==> config.mk <==
export PLATFORM = sky130hd
export DESIGN_NAME = digit_table_shuffle_prng_unit
export DESIGN_NICKNAME = d
export VERILOG_FILES = /design/src/dtsp_pkg.sv /design/src/dtsp_ram.sv /design/src/dtsp_ctrl.sv /design/src/dtsp_dpath.sv /design/src/digit_table_shuffle_prng_unit.sv
export SDC_FILE = /design/constraint.sdc
export NUM_CORES = 2
export LEC_CHECK = 0
export BUFFER_PORTS_ARGS = -buffer_cell sky130_fd_sc_hd__buf_4
export CAP_MARGIN = 20
export CELL_PAD_IN_SITES_DETAIL_PLACEMENT = 1
export CELL_PAD_IN_SITES_GLOBAL_PLACEMENT = 2
export CORE_MARGIN = 8
export CORE_UTILIZATION = 35
export DETAILED_ROUTE_END_ITERATION = 8
export PLACE_DENSITY_LB_ADDON = 0.08
export SLEW_MARGIN = 20
export SYNTH_ARGS = -nofsm -noshare
export SYNTH_HDL_FRONTEND = slang
export SYNTH_HIERARCHICAL = 1
export SYNTH_SLANG_ARGS = --single-unit
==> constraint.sdc <==
create_clock -name clk -period 12.5 [get_ports clk]
set_clock_uncertainty 0.05 [all_clocks]
set_input_delay 1.25 -clock clk [delete_from_list [all_inputs] [get_ports clk]]
set_output_delay 1.25 -clock clk [all_outputs]
set_load 0.01 [all_outputs]
==> src/dtsp_pkg.sv <==
// Package for the digit table shuffle generator: widths, mode codes,
// controller/datapath command and status types. No dependencies.
package dtsp_pkg;

  localparam int TABLE_DEPTH_DEF = 1000;
  localparam int PTR_W           = 10;
  localparam int DIGIT_W         = 4;
  localparam int NUM_W           = 16;
  localparam int MODE_W          = 2;
  localparam int DCNT_W          = 2;
  localparam int POS_W           = PTR_W + 1;

  localparam logic [MODE_W-1:0] MODE_LOAD = 2'd0;
  localparam logic [MODE_W-1:0] MODE_SET  = 2'd1;
  localparam logic [MODE_W-1:0] MODE_GEN  = 2'd2;

  localparam logic [PTR_W-1:0]  RESEED_MARK = 10'd999;
  localparam logic [DCNT_W-1:0] LAST_DIGIT  = 2'd3;

  typedef struct packed {
    logic              load;       // write one table digit
    logic              set_ptr;    // overwrite pointer
    logic              gen_start;  // clear accumulators, latch reseed
    logic              capture;    // take one digit this cycle
    logic              from_ram;   // digit comes from RAM read data (swap)
    logic              last;       // fourth digit of the step
    logic [DCNT_W-1:0] digit_idx;  // offset from pointer
  } dtsp_cmd_t;

  typedef struct packed {
    logic in_ram;  // current position is a RAM entry (1..depth-1)
  } dtsp_stat_t;

endpackage

==> src/dtsp_ram.sv <==
// Generic single-write, single-read RAM with registered read data.
// No dependencies.
module dtsp_ram #(
  parameter int WIDTH = 4,
  parameter int DEPTH = 1000
) (
  input  logic                     clk,
  input  logic                     we,
  input  logic [$clog2(DEPTH)-1:0] waddr,
  input  logic [WIDTH-1:0]         wdata,
  input  logic [$clog2(DEPTH)-1:0] raddr,
  output logic [WIDTH-1:0]         rdata
);

  logic [WIDTH-1:0] mem [DEPTH];

  always_ff @(posedge clk) begin
    if (we) begin
      mem[waddr] <= wdata;
    end
    rdata <= mem[raddr];
  end

endmodule

==> src/dtsp_ctrl.sv <==
// Controller for the digit table shuffle generator: command decode,
// per-digit issue/swap sequencing. Uses dtsp_pkg.
module dtsp_ctrl (
  input  logic                       clk,
  input  logic                       rst,
  input  logic                       start,
  input  logic [dtsp_pkg::MODE_W-1:0] mode,
  input  dtsp_pkg::dtsp_stat_t       stat,
  output dtsp_pkg::dtsp_cmd_t        cmd,
  output logic                       busy
);
  import dtsp_pkg::*;

  localparam logic [1:0] S_IDLE  = 2'd0;
  localparam logic [1:0] S_ISSUE = 2'd1;
  localparam logic [1:0] S_SWAP  = 2'd2;

  logic [1:0]        state, state_next;
  logic [DCNT_W-1:0] k, k_next;
  logic              accept;

  assign accept = start && (state == S_IDLE);
  assign busy   = (state != S_IDLE);

  always_comb begin
    state_next        = state;
    k_next            = k;
    cmd               = '0;
    cmd.digit_idx     = k;
    cmd.last          = (k == LAST_DIGIT);
    cmd.load          = accept && (mode == MODE_LOAD);
    cmd.set_ptr       = accept && (mode == MODE_SET);
    cmd.gen_start     = accept && (mode == MODE_GEN);
    case (state)
      S_IDLE: begin
        if (cmd.gen_start) begin
          state_next = S_ISSUE;
          k_next     = '0;
        end
      end
      S_ISSUE: begin
        if (stat.in_ram) begin
          state_next = S_SWAP;
        end else begin
          // position 0 or past the table end: digit is entry zero, no swap
          cmd.capture = 1'b1;
          k_next      = k + 1'b1;
          if (k == LAST_DIGIT) begin
            state_next = S_IDLE;
          end
        end
      end
      S_SWAP: begin
        cmd.capture  = 1'b1;
        cmd.from_ram = 1'b1;
        k_next       = k + 1'b1;
        state_next   = (k == LAST_DIGIT) ? S_IDLE : S_ISSUE;
      end
      default: begin
        state_next = S_IDLE;
      end
    endcase
  end

  always_ff @(posedge clk) begin
    if (rst) begin
      state <= S_IDLE;
      k     <= '0;
    end else begin
      state <= state_next;
      k     <= k_next;
    end
  end

`ifndef SYNTHESIS
  a_swap_after_issue: assert property (@(posedge clk) disable iff (rst)
    (state == S_SWAP) |-> ($past(state) == S_ISSUE))
    else $error("swap entered without a read issue");

  a_swap_advance: assert property (@(posedge clk) disable iff (rst)
    (state == S_SWAP && k != LAST_DIGIT) |=> (state == S_ISSUE && k == $past(k) + 1'b1))
    else $error("digit index did not advance after swap");

  a_gen_enters_issue: assert property (@(posedge clk) disable iff (rst)
    cmd.gen_start |=> (state == S_ISSUE && k == '0))
    else $error("step did not start at first digit");

  a_load_only_idle: assert property (@(posedge clk) disable iff (rst)
    (cmd.load || cmd.set_ptr) |-> (state == S_IDLE && !cmd.capture))
    else $error("table or pointer write during a step");
`endif

endmodule

==> src/dtsp_dpath.sv <==
// Datapath for the digit table shuffle generator: pointer, entry-zero
// register, digit table RAM, number and next-pointer build. Uses dtsp_pkg, dtsp_ram.
module dtsp_dpath #(
  parameter int TABLE_DEPTH = dtsp_pkg::TABLE_DEPTH_DEF
) (
  input  logic                         clk,
  input  logic                         rst,
  input  dtsp_pkg::dtsp_cmd_t          cmd,
  output dtsp_pkg::dtsp_stat_t         stat,
  input  logic [dtsp_pkg::PTR_W-1:0]   load_index,
  input  logic [dtsp_pkg::DIGIT_W-1:0] load_digit,
  input  logic [dtsp_pkg::PTR_W-1:0]   start_pointer,
  input  logic [dtsp_pkg::PTR_W-1:0]   reseed_pointer,
  output logic                         done,
  output logic [dtsp_pkg::NUM_W-1:0]   number,
  output logic [dtsp_pkg::PTR_W-1:0]   next_pointer
);
  import dtsp_pkg::*;

  localparam int AW = $clog2(TABLE_DEPTH);
  localparam logic [POS_W-1:0] DEPTH_POS = POS_W'(TABLE_DEPTH);

  logic [PTR_W-1:0]   ptr;
  logic [DIGIT_W-1:0] zero_entry;   // table entry zero lives here
  logic [PTR_W-1:0]   reseed;
  logic [PTR_W-1:0]   acc;          // first three digits as decimal, mod 1024
  logic [NUM_W-DIGIT_W-1:0] digits; // earlier digits of this step
  logic [POS_W-1:0]   pos;
  logic [DIGIT_W-1:0] ram_rdata;
  logic [DIGIT_W-1:0] d;
  logic [PTR_W-1:0]   acc_x10;
  logic [PTR_W-1:0]   ptr_new;
  logic               load_in_ram;
  logic               ram_we;
  logic [AW-1:0]      ram_waddr;
  logic [DIGIT_W-1:0] ram_wdata;

  assign pos = {1'b0, ptr} + {{(POS_W-DCNT_W){1'b0}}, cmd.digit_idx};
  assign stat.in_ram = (pos != '0) && (pos < DEPTH_POS);

  assign load_in_ram = cmd.load && (load_index != '0) && ({1'b0, load_index} < DEPTH_POS);

  assign ram_we    = load_in_ram || (cmd.capture && cmd.from_ram);
  assign ram_waddr = cmd.load ? load_index[AW-1:0] : pos[AW-1:0];
  assign ram_wdata = cmd.load ? load_digit : zero_entry;

  dtsp_ram #(
    .WIDTH (DIGIT_W),
    .DEPTH (TABLE_DEPTH)
  ) u_ram (
    .clk   (clk),
    .we    (ram_we),
    .waddr (ram_waddr),
    .wdata (ram_wdata),
    .raddr (pos[AW-1:0]),
    .rdata (ram_rdata)
  );

  assign d       = cmd.from_ram ? ram_rdata : zero_entry;
  assign acc_x10 = {acc[PTR_W-4:0], 3'b000} + {acc[PTR_W-2:0], 1'b0};
  assign ptr_new = (acc == RESEED_MARK) ? reseed : acc;

  always_ff @(posedge clk) begin
    if (cmd.load && load_index == '0) begin
      zero_entry <= load_digit;
    end else if (cmd.capture && cmd.from_ram) begin
      zero_entry <= ram_rdata;
    end
    if (cmd.gen_start) begin
      reseed <= reseed_pointer;
      acc    <= '0;
    end else if (cmd.capture && !cmd.last) begin
      acc <= acc_x10 + {{(PTR_W-DIGIT_W){1'b0}}, d};
    end
    if (cmd.capture) begin
      digits <= {digits[NUM_W-2*DIGIT_W-1:0], d};
    end
    if (cmd.capture && cmd.last) begin
      number       <= {digits, d};
      next_pointer <= ptr_new;
    end
  end

  always_ff @(posedge clk) begin
    if (rst) begin
      ptr  <= '0;
      done <= 1'b0;
    end else begin
      done <= cmd.capture && cmd.last;
      if (cmd.set_ptr) begin
        ptr <= start_pointer;
      end else if (cmd.capture && cmd.last) begin
        ptr <= ptr_new;
      end
    end
  end

endmodule

==> src/digit_table_shuffle_prng_unit.sv <==
// Top level of the digit table shuffle generator.
// Uses dtsp_pkg, dtsp_ctrl, dtsp_dpath (which holds dtsp_ram).
//
// Usage:
//   A command word (mode, load_index, load_digit, start_pointer,
//   reseed_pointer) is taken at a rising edge with start high and busy low.
//   mode 0 writes one table digit, mode 1 sets the pointer; both finish at
//   the accepting edge, busy stays low and no result is given. Mode 3 is
//   ignored.
//   mode 2 runs one step: four digits at pointer..pointer+3. Each position
//   inside the table (1..depth-1) uses the RAM port in an issue state that
//   reads, then a swap state that takes the read data and writes back
//   entry zero's old value. Entry zero sits in a register, so position
//   zero and positions past the end take the issue state only.
//   The result word (number, next_pointer) is shown with done high for
//   exactly one cycle, the cycle after the last digit; busy is already low
//   then, so the next command may be accepted in that same cycle.
//   The receiver cannot hold results off; nothing waits on it.
//   Reset (rst, synchronous) clears the pointer and the sequencer; the
//   table contents are undefined until software loads them.
module digit_table_shuffle_prng_unit #(
  parameter int TABLE_DEPTH = dtsp_pkg::TABLE_DEPTH_DEF
) (
  input  logic                         clk,
  input  logic                         rst,
  input  logic                         start,
  output logic                         busy,
  input  logic [dtsp_pkg::MODE_W-1:0]  mode,
  input  logic [dtsp_pkg::PTR_W-1:0]   load_index,
  input  logic [dtsp_pkg::DIGIT_W-1:0] load_digit,
  input  logic [dtsp_pkg::PTR_W-1:0]   start_pointer,
  input  logic [dtsp_pkg::PTR_W-1:0]   reseed_pointer,
  output logic                         done,
  output logic [dtsp_pkg::NUM_W-1:0]   number,
  output logic [dtsp_pkg::PTR_W-1:0]   next_pointer
);
  import dtsp_pkg::*;

  dtsp_cmd_t  cmd;
  dtsp_stat_t stat;

  // sequencer: decode, per-digit read/swap stepping
  dtsp_ctrl u_ctrl (
    .clk   (clk),
    .rst   (rst),
    .start (start),
    .mode  (mode),
    .stat  (stat),
    .cmd   (cmd),
    .busy  (busy)
  );

  // table RAM, entry-zero register, pointer and result registers
  dtsp_dpath #(
    .TABLE_DEPTH (TABLE_DEPTH)
  ) u_dpath (
    .clk            (clk),
    .rst            (rst),
    .cmd            (cmd),
    .stat           (stat),
    .load_index     (load_index),
    .load_digit     (load_digit),
    .start_pointer  (start_pointer),
    .reseed_pointer (reseed_pointer),
    .done           (done),
    .number         (number),
    .next_pointer   (next_pointer)
  );

endmodule

# ---- Word level (Yosys, flattened, before mapping)
# Memories as Yosys holds them, arrays and structs flattened. A register that Yosys moved wholly into a read port is not among the register bits.
# Cells that the tools add are included.
dict set report classes {
  add_sub_neg 4
  reduce_logical 24
  muxes 21
  eq_ne 9
  n_lt_le_gt_ge 2
}
# cell n
set ops {}
lappend ops {{2-to-1 mux 10 bit} 4}
lappend ops {{2-to-1 mux 4 bit} 4}
lappend ops {{case mux 2 bit (3 select lines)} 2}
lappend ops {{adder 10 x 2 -> 11 bit} 1}
lappend ops {{logical AND 1 bit} 11}
lappend ops {{less-than comparator 11 x 10 -> 1 bit, second input constant} 1}
lappend ops {{nonzero test 11 bit} 1}
lappend ops {{adder 10 bit} 1}
lappend ops {{adder 10 x 4 -> 10 bit} 1}
lappend ops {{== test 10 bit, second input constant} 1}
lappend ops {{logical NOT 10 bit} 1}
lappend ops {{less-than comparator 10 bit, second input constant} 1}
lappend ops {{2-to-1 mux 2 bit} 5}
lappend ops {{nonzero test 10 bit} 1}
lappend ops {{== test 2 bit, second input constant} 3}
lappend ops {{nonzero test 2 bit} 3}
lappend ops {{2-to-1 mux 1 bit} 5}
lappend ops {{== test 2 x 1 -> 1 bit, second input constant} 2}
lappend ops {{logical NOT 2 bit} 2}
lappend ops {{!= test 2 bit, second input constant} 2}
lappend ops {{!= test 3 x 2 -> 1 bit, second input constant} 1}
lappend ops {{AND reduction 3 bit} 1}
lappend ops {{nonzero test 3 bit} 1}
lappend ops {{adder 2 x 1 -> 2 bit, second input constant} 1}
lappend ops {{other kinds (4)} 4}
dict set report totals {
  in_bits 39
  out_inout_bits 28
  ramBits 4000
  word_cells 71
  n_memories 1
  regBits 77
}
# name words width read_ports rd_clocked_by_memory_dff wr line
set mem_list {}
lappend mem_list {u_dpath.u_ram.mem 1000 4 1 1 1 dtsp_ram.sv:15} ;# logic [WIDTH-1:0] mem [DEPTH];

# ---- Longest topological paths before layout
dict set report logic_depth {
  depth_word 9
  mapped_depth 18
  depth_no_buf 13
}

# ---- Hierarchy
# Netlist, hierarchy kept.
# module cells_per_inst seq_area_each_um2 n_inst area_per_inst_um2
set by_module_without_submodules {}
lappend by_module_without_submodules {dtsp_ram 7957 120195.3 1 157996.5}
lappend by_module_without_submodules {dtsp_dpath 299 1981.9 1 3578.4}
lappend by_module_without_submodules {dtsp_ctrl 37 80.1 1 367.9}

# ---- Worst setup path before layout
# No wires, ideal clock.
dict set report synth_timing {
  path_type {input-to-reg}
  start {in start}
  end {mem u_dpath.u_ram.mem[0][0], data pin}
  path_stages 5
  n_path_buf 2
  slack_ns 2.120
  setup_time_ns 1.588
  required_ns 10.862
  arrival_time_ns 8.742
  path_cell_list {nand2_1 nor3_1 buf_2 buf_1 mux2_2}
}
# element line
set synth_rtl {}
lappend synth_rtl {{start, declared} digit_table_shuffle_prng_unit.sv:26} ;# input logic start,
lappend synth_rtl {{end, declared} dtsp_ram.sv:15}

==> flow_summary.json <==
{
  "outcome": "finished clean",
  "area.growth.synth_to_final_pct": 14.0,
  "fp.dieW_um": 696,
  "final-hold-violation-count": 0,
  "synth_top_cell_by_area": "edfxtp_1",
  "synth_fp_nets": 8357,
  "cts_tree": "done",
  "route.detailed.drc": 0,
  "finalCriticalPeriod_ns": 7.25,
  "routed_wirelength_um": 530000,
  "placed_cells": 14200,
  "synth_top_area_share_pct": 75.1,
  "hp-class": "primary input to flop",
  "internal_power_mw": 24.6,
  "clk_pin_slew_ns": 0.06,
  "use_met3_pct": 2.53,
  "ios": 67,
  "yosys_warnings": 6,
  "cts_hold_buf": 0,
  "powerDensity_nw_per_um2": 178,
  "end_kind": "flop",
  "gp_congestion": 0.783,
  "worst_pin_slew_ns": 1.20,
  "setup-violations-final": 0,
  "relSlewSlack_pct": 20.0,
  "swShare_pct": 25.1,
  "final_util_pct": 39.9,
  "finalCritPeriodShare_pct": 58.0,
  "grt_pass1_vias": 88100,
  "use_met1_pct": 29.1,
  "cts_setup_buffers": 0,
  "syn_area_per_cell_um2": 19.5,
  "pwr-share-comb_pct": 13.4,
  "place_ws_ns": 5.34,
  "synth_edf_count": 4052,
  "postPlaceCellArea_um2": 170000,
  "ys_seq_area_share_pct": 75.5,
  "synth_top_flop_cell": "edfxtp_1",
  "synthesis.area_um2": 162000,
  "max_freq_mhz": 138,
  "power_mw": 32.8,
  "overflow": 0,
  "hpwl_um": 324000,
  "clock_sinks": 4081,
  "die_h_um": 696,
  "clk_path_buf_depth": 4,
  "rows": 250,
  "crit_slowest_cell": "nor2_1",
  "fin_ws_ns": 5.25,
  "h-tree-depth": 5,
  "vias": 82500,
  "grt_pass1_wl_um": 735000,
  "worst-path-max-fanout": 35,
  "fillers": 44100,
  "critPathKind": "flop to flop",
  "cp.arrival_ns": 7.77,
  "dieArea_um2": 485000,
  "power.share.clock_pct": 40.4,
  "fin_cells": 15000,
  "syn_inst": 8293,
  "ant_nets": 0,
  "coreArea_um2": 462000,
  "rsz0062_at_grt": "false",
  "slew_violations": 0,
  "start_util_pct": 35.0,
  "crit_chain": "ha_4 > fa_4 > nand3_1 > xor2_1 > nand4_1 > nor4_1 > a211oi_2 > nor2b_1 > o21a_1 > nand2_1 > o21ai_4 > buf_4 > nand3_4 > nor2_1",
  "synth.distinct_cells": 76,
  "drt-initial-drc-count": 7837,
  "switchingPower_mw": 8.25,
  "leakagePower_nw": 54.8,
  "slowest_delay_ns": 1.12,
  "use_met2_pct": 37.0,
  "p_seq_share_pct": 46.2,
  "drive_above_1_share_pct": 22.8,
  "cts_resized": 0,
  "gr-max-usage-layer": "met2",
  "synth_seq_cells": 4081,
  "wl_per_cell_um": 35.3,
  "grt_antenna_before_repair": 38,
  "synth_area_leaders": "edfxtp_1 75%, mux4_2 13%, nor2_1 2.5%, mux2i_1 2.4%, clkbuf_1 0.63%",
  "drv_cap": 0,
  "drtPass1Iterations": 5,
  "async_flop_share_pct": 0,
  "ir_drop_v": 0.000119,
  "hold_ws_ns": 0.360,
  "grt_max_degree": 186,
  "setup_tns_ns": 0,
  "cts_root_buf": "clkbuf_16",
  "start_kind": "flop",
  "final_cell_area_um2": 185000,
  "viasPerCell": 5.49,
  "required_ns": 13.02,
  "cts_buffers": 453,
  "grt_use_total_pct": 21.5,
  "worstSkewPairLatency_ns": 1.01,
  "nNetsFinal": 8551,
  "port_buffers": 66
}
==> path summary, 6_finish.rpt <==
path / start / to / slack, ns / cells past startpoint
setup / recovery: u_ctrl/k[0]$_SDFFE_PP0P_ / u_dpath/u_ram/mem[202][0]$_DFFE_PP_ / 5.25 / 14
hold / removal: reseed_pointer[7] / u_dpath/reseed[7]$_DFFE_PP_ / 0.36 / 1
setup reg to reg: u_ctrl/k[0]$_SDFFE_PP0P_ / u_dpath/u_ram/mem[202][0]$_DFFE_PP_ / 5.25 / 14
hold reg to reg: u_dpath/digits[11]$_DFFE_PP_ / u_dpath/number[15]$_DFFE_PP_ / 0.37 / 0
==> cell families after synthesis <==
family	share of synthesized area [%]
and+or+nand+nor	4.00
buffers and inverters	1.98
adders and majority gates	0.207
DFF	75.5
muxes	15.4
AOI/OAI and AO/OA	2.83
xor gates and xnor gates	0.0487
==> worst max-delay path, delay by kind of cell, from the launching register on <==
kind / cells / cell delay (ns)
and+or+nand+nor: 7 / 3.20
AOI/OAI and AO/OA: 3 / 1.04
buffers and inverters: 1 / 0.76
adders and majority gates: 2 / 0.70
xor gates and xnor gates: 1 / 0.49
DFF: 1 / 0.36
==> cell usage in the layout, fill, tap and decap left out, drive strengths merged, types with 22 or more instances in the layout <==
cell / count
a21oi: 156
o221ai: 103
a22o: 28
clkbuf: 557
buf: 320
nand2: 247
a22oi: 58
mux2i: 388
inv: 39
nor2: 1061
clkinv: 192
nand3: 61
bufinv: 49
a221oi: 40
ha: 22
o21ai: 57
o22ai: 57
mux4: 913
a211oi: 61
dfxtp: 29
mux2: 49
edfxtp: 4052
nor3: 53
==> final cells by class <==
class | instances | area, um2 | area share [%]
Sequential cell | 4081 | 122000 | 66.2
Multi-Input combinational cell | 3600 | 37200 | 20.2
Clock buffer | 557 | 11900 | 6.43
Tap cell | 6174 | 7720 | 4.18
Clock inverter | 267 | 2740 | 1.48
Timing Repair Buffer | 320 | 2680 | 1.45
Inverter | 31 | 146 | 0.0793
Antenna cell | 12 | 30.0 | 0.0163
==> power groups by stage <==
stage               sequential [mW]  combinational [mW]  clock [mW]
floorplan                      15.5                3.02           0
global placement               15.5                4.53           0
detailed placement             15.5                4.54           0
CTS                            15.2                4.55        13.6
global route                   15.2                4.69        14.0
finish                         15.2                4.42        13.3
==> registers in the layout, indices dropped and copies added (netlist names) <==
| register | count |
|---|---|
| u_dpath/u_ram/mem | 4000 |
| u_dpath/number | 16 |
| u_dpath/digits | 12 |
| u_dpath/acc | 10 |
| u_dpath/next_pointer | 10 |
| u_dpath/ptr | 10 |
| u_dpath/reseed | 10 |
| u_dpath/u_ram/rdata | 4 |
| u_dpath/zero_entry | 4 |
| u_ctrl/k | 2 |
| u_ctrl/state | 2 |
| u_dpath/done | 1 |
==> cell usage after synthesis, types with 45 or more instances <==
cell,n
mux4_2,913
clkbuf_1,273
a21oi_1,156
edfxtp_1,4052
buf_4,50
a22oi_1,57
nor2_1,1061
buf_6,73
o22ai_1,57
buf_2,77
mux2_2,45
nand2_1,246
o21ai_0,55
nor3_1,53
a211oi_1,60
nand3_1,61
buf_1,102
mux2i_1,388
o221ai_1,103
==> per-layer routing <==
layer	vias up	share of wire, %
met5	-	0.0038
met4	2	2.8
met3	660	4.5
met2	2263	50
met1	45400	43
li1	34200	-
Power figures use the tool's default switching activity.
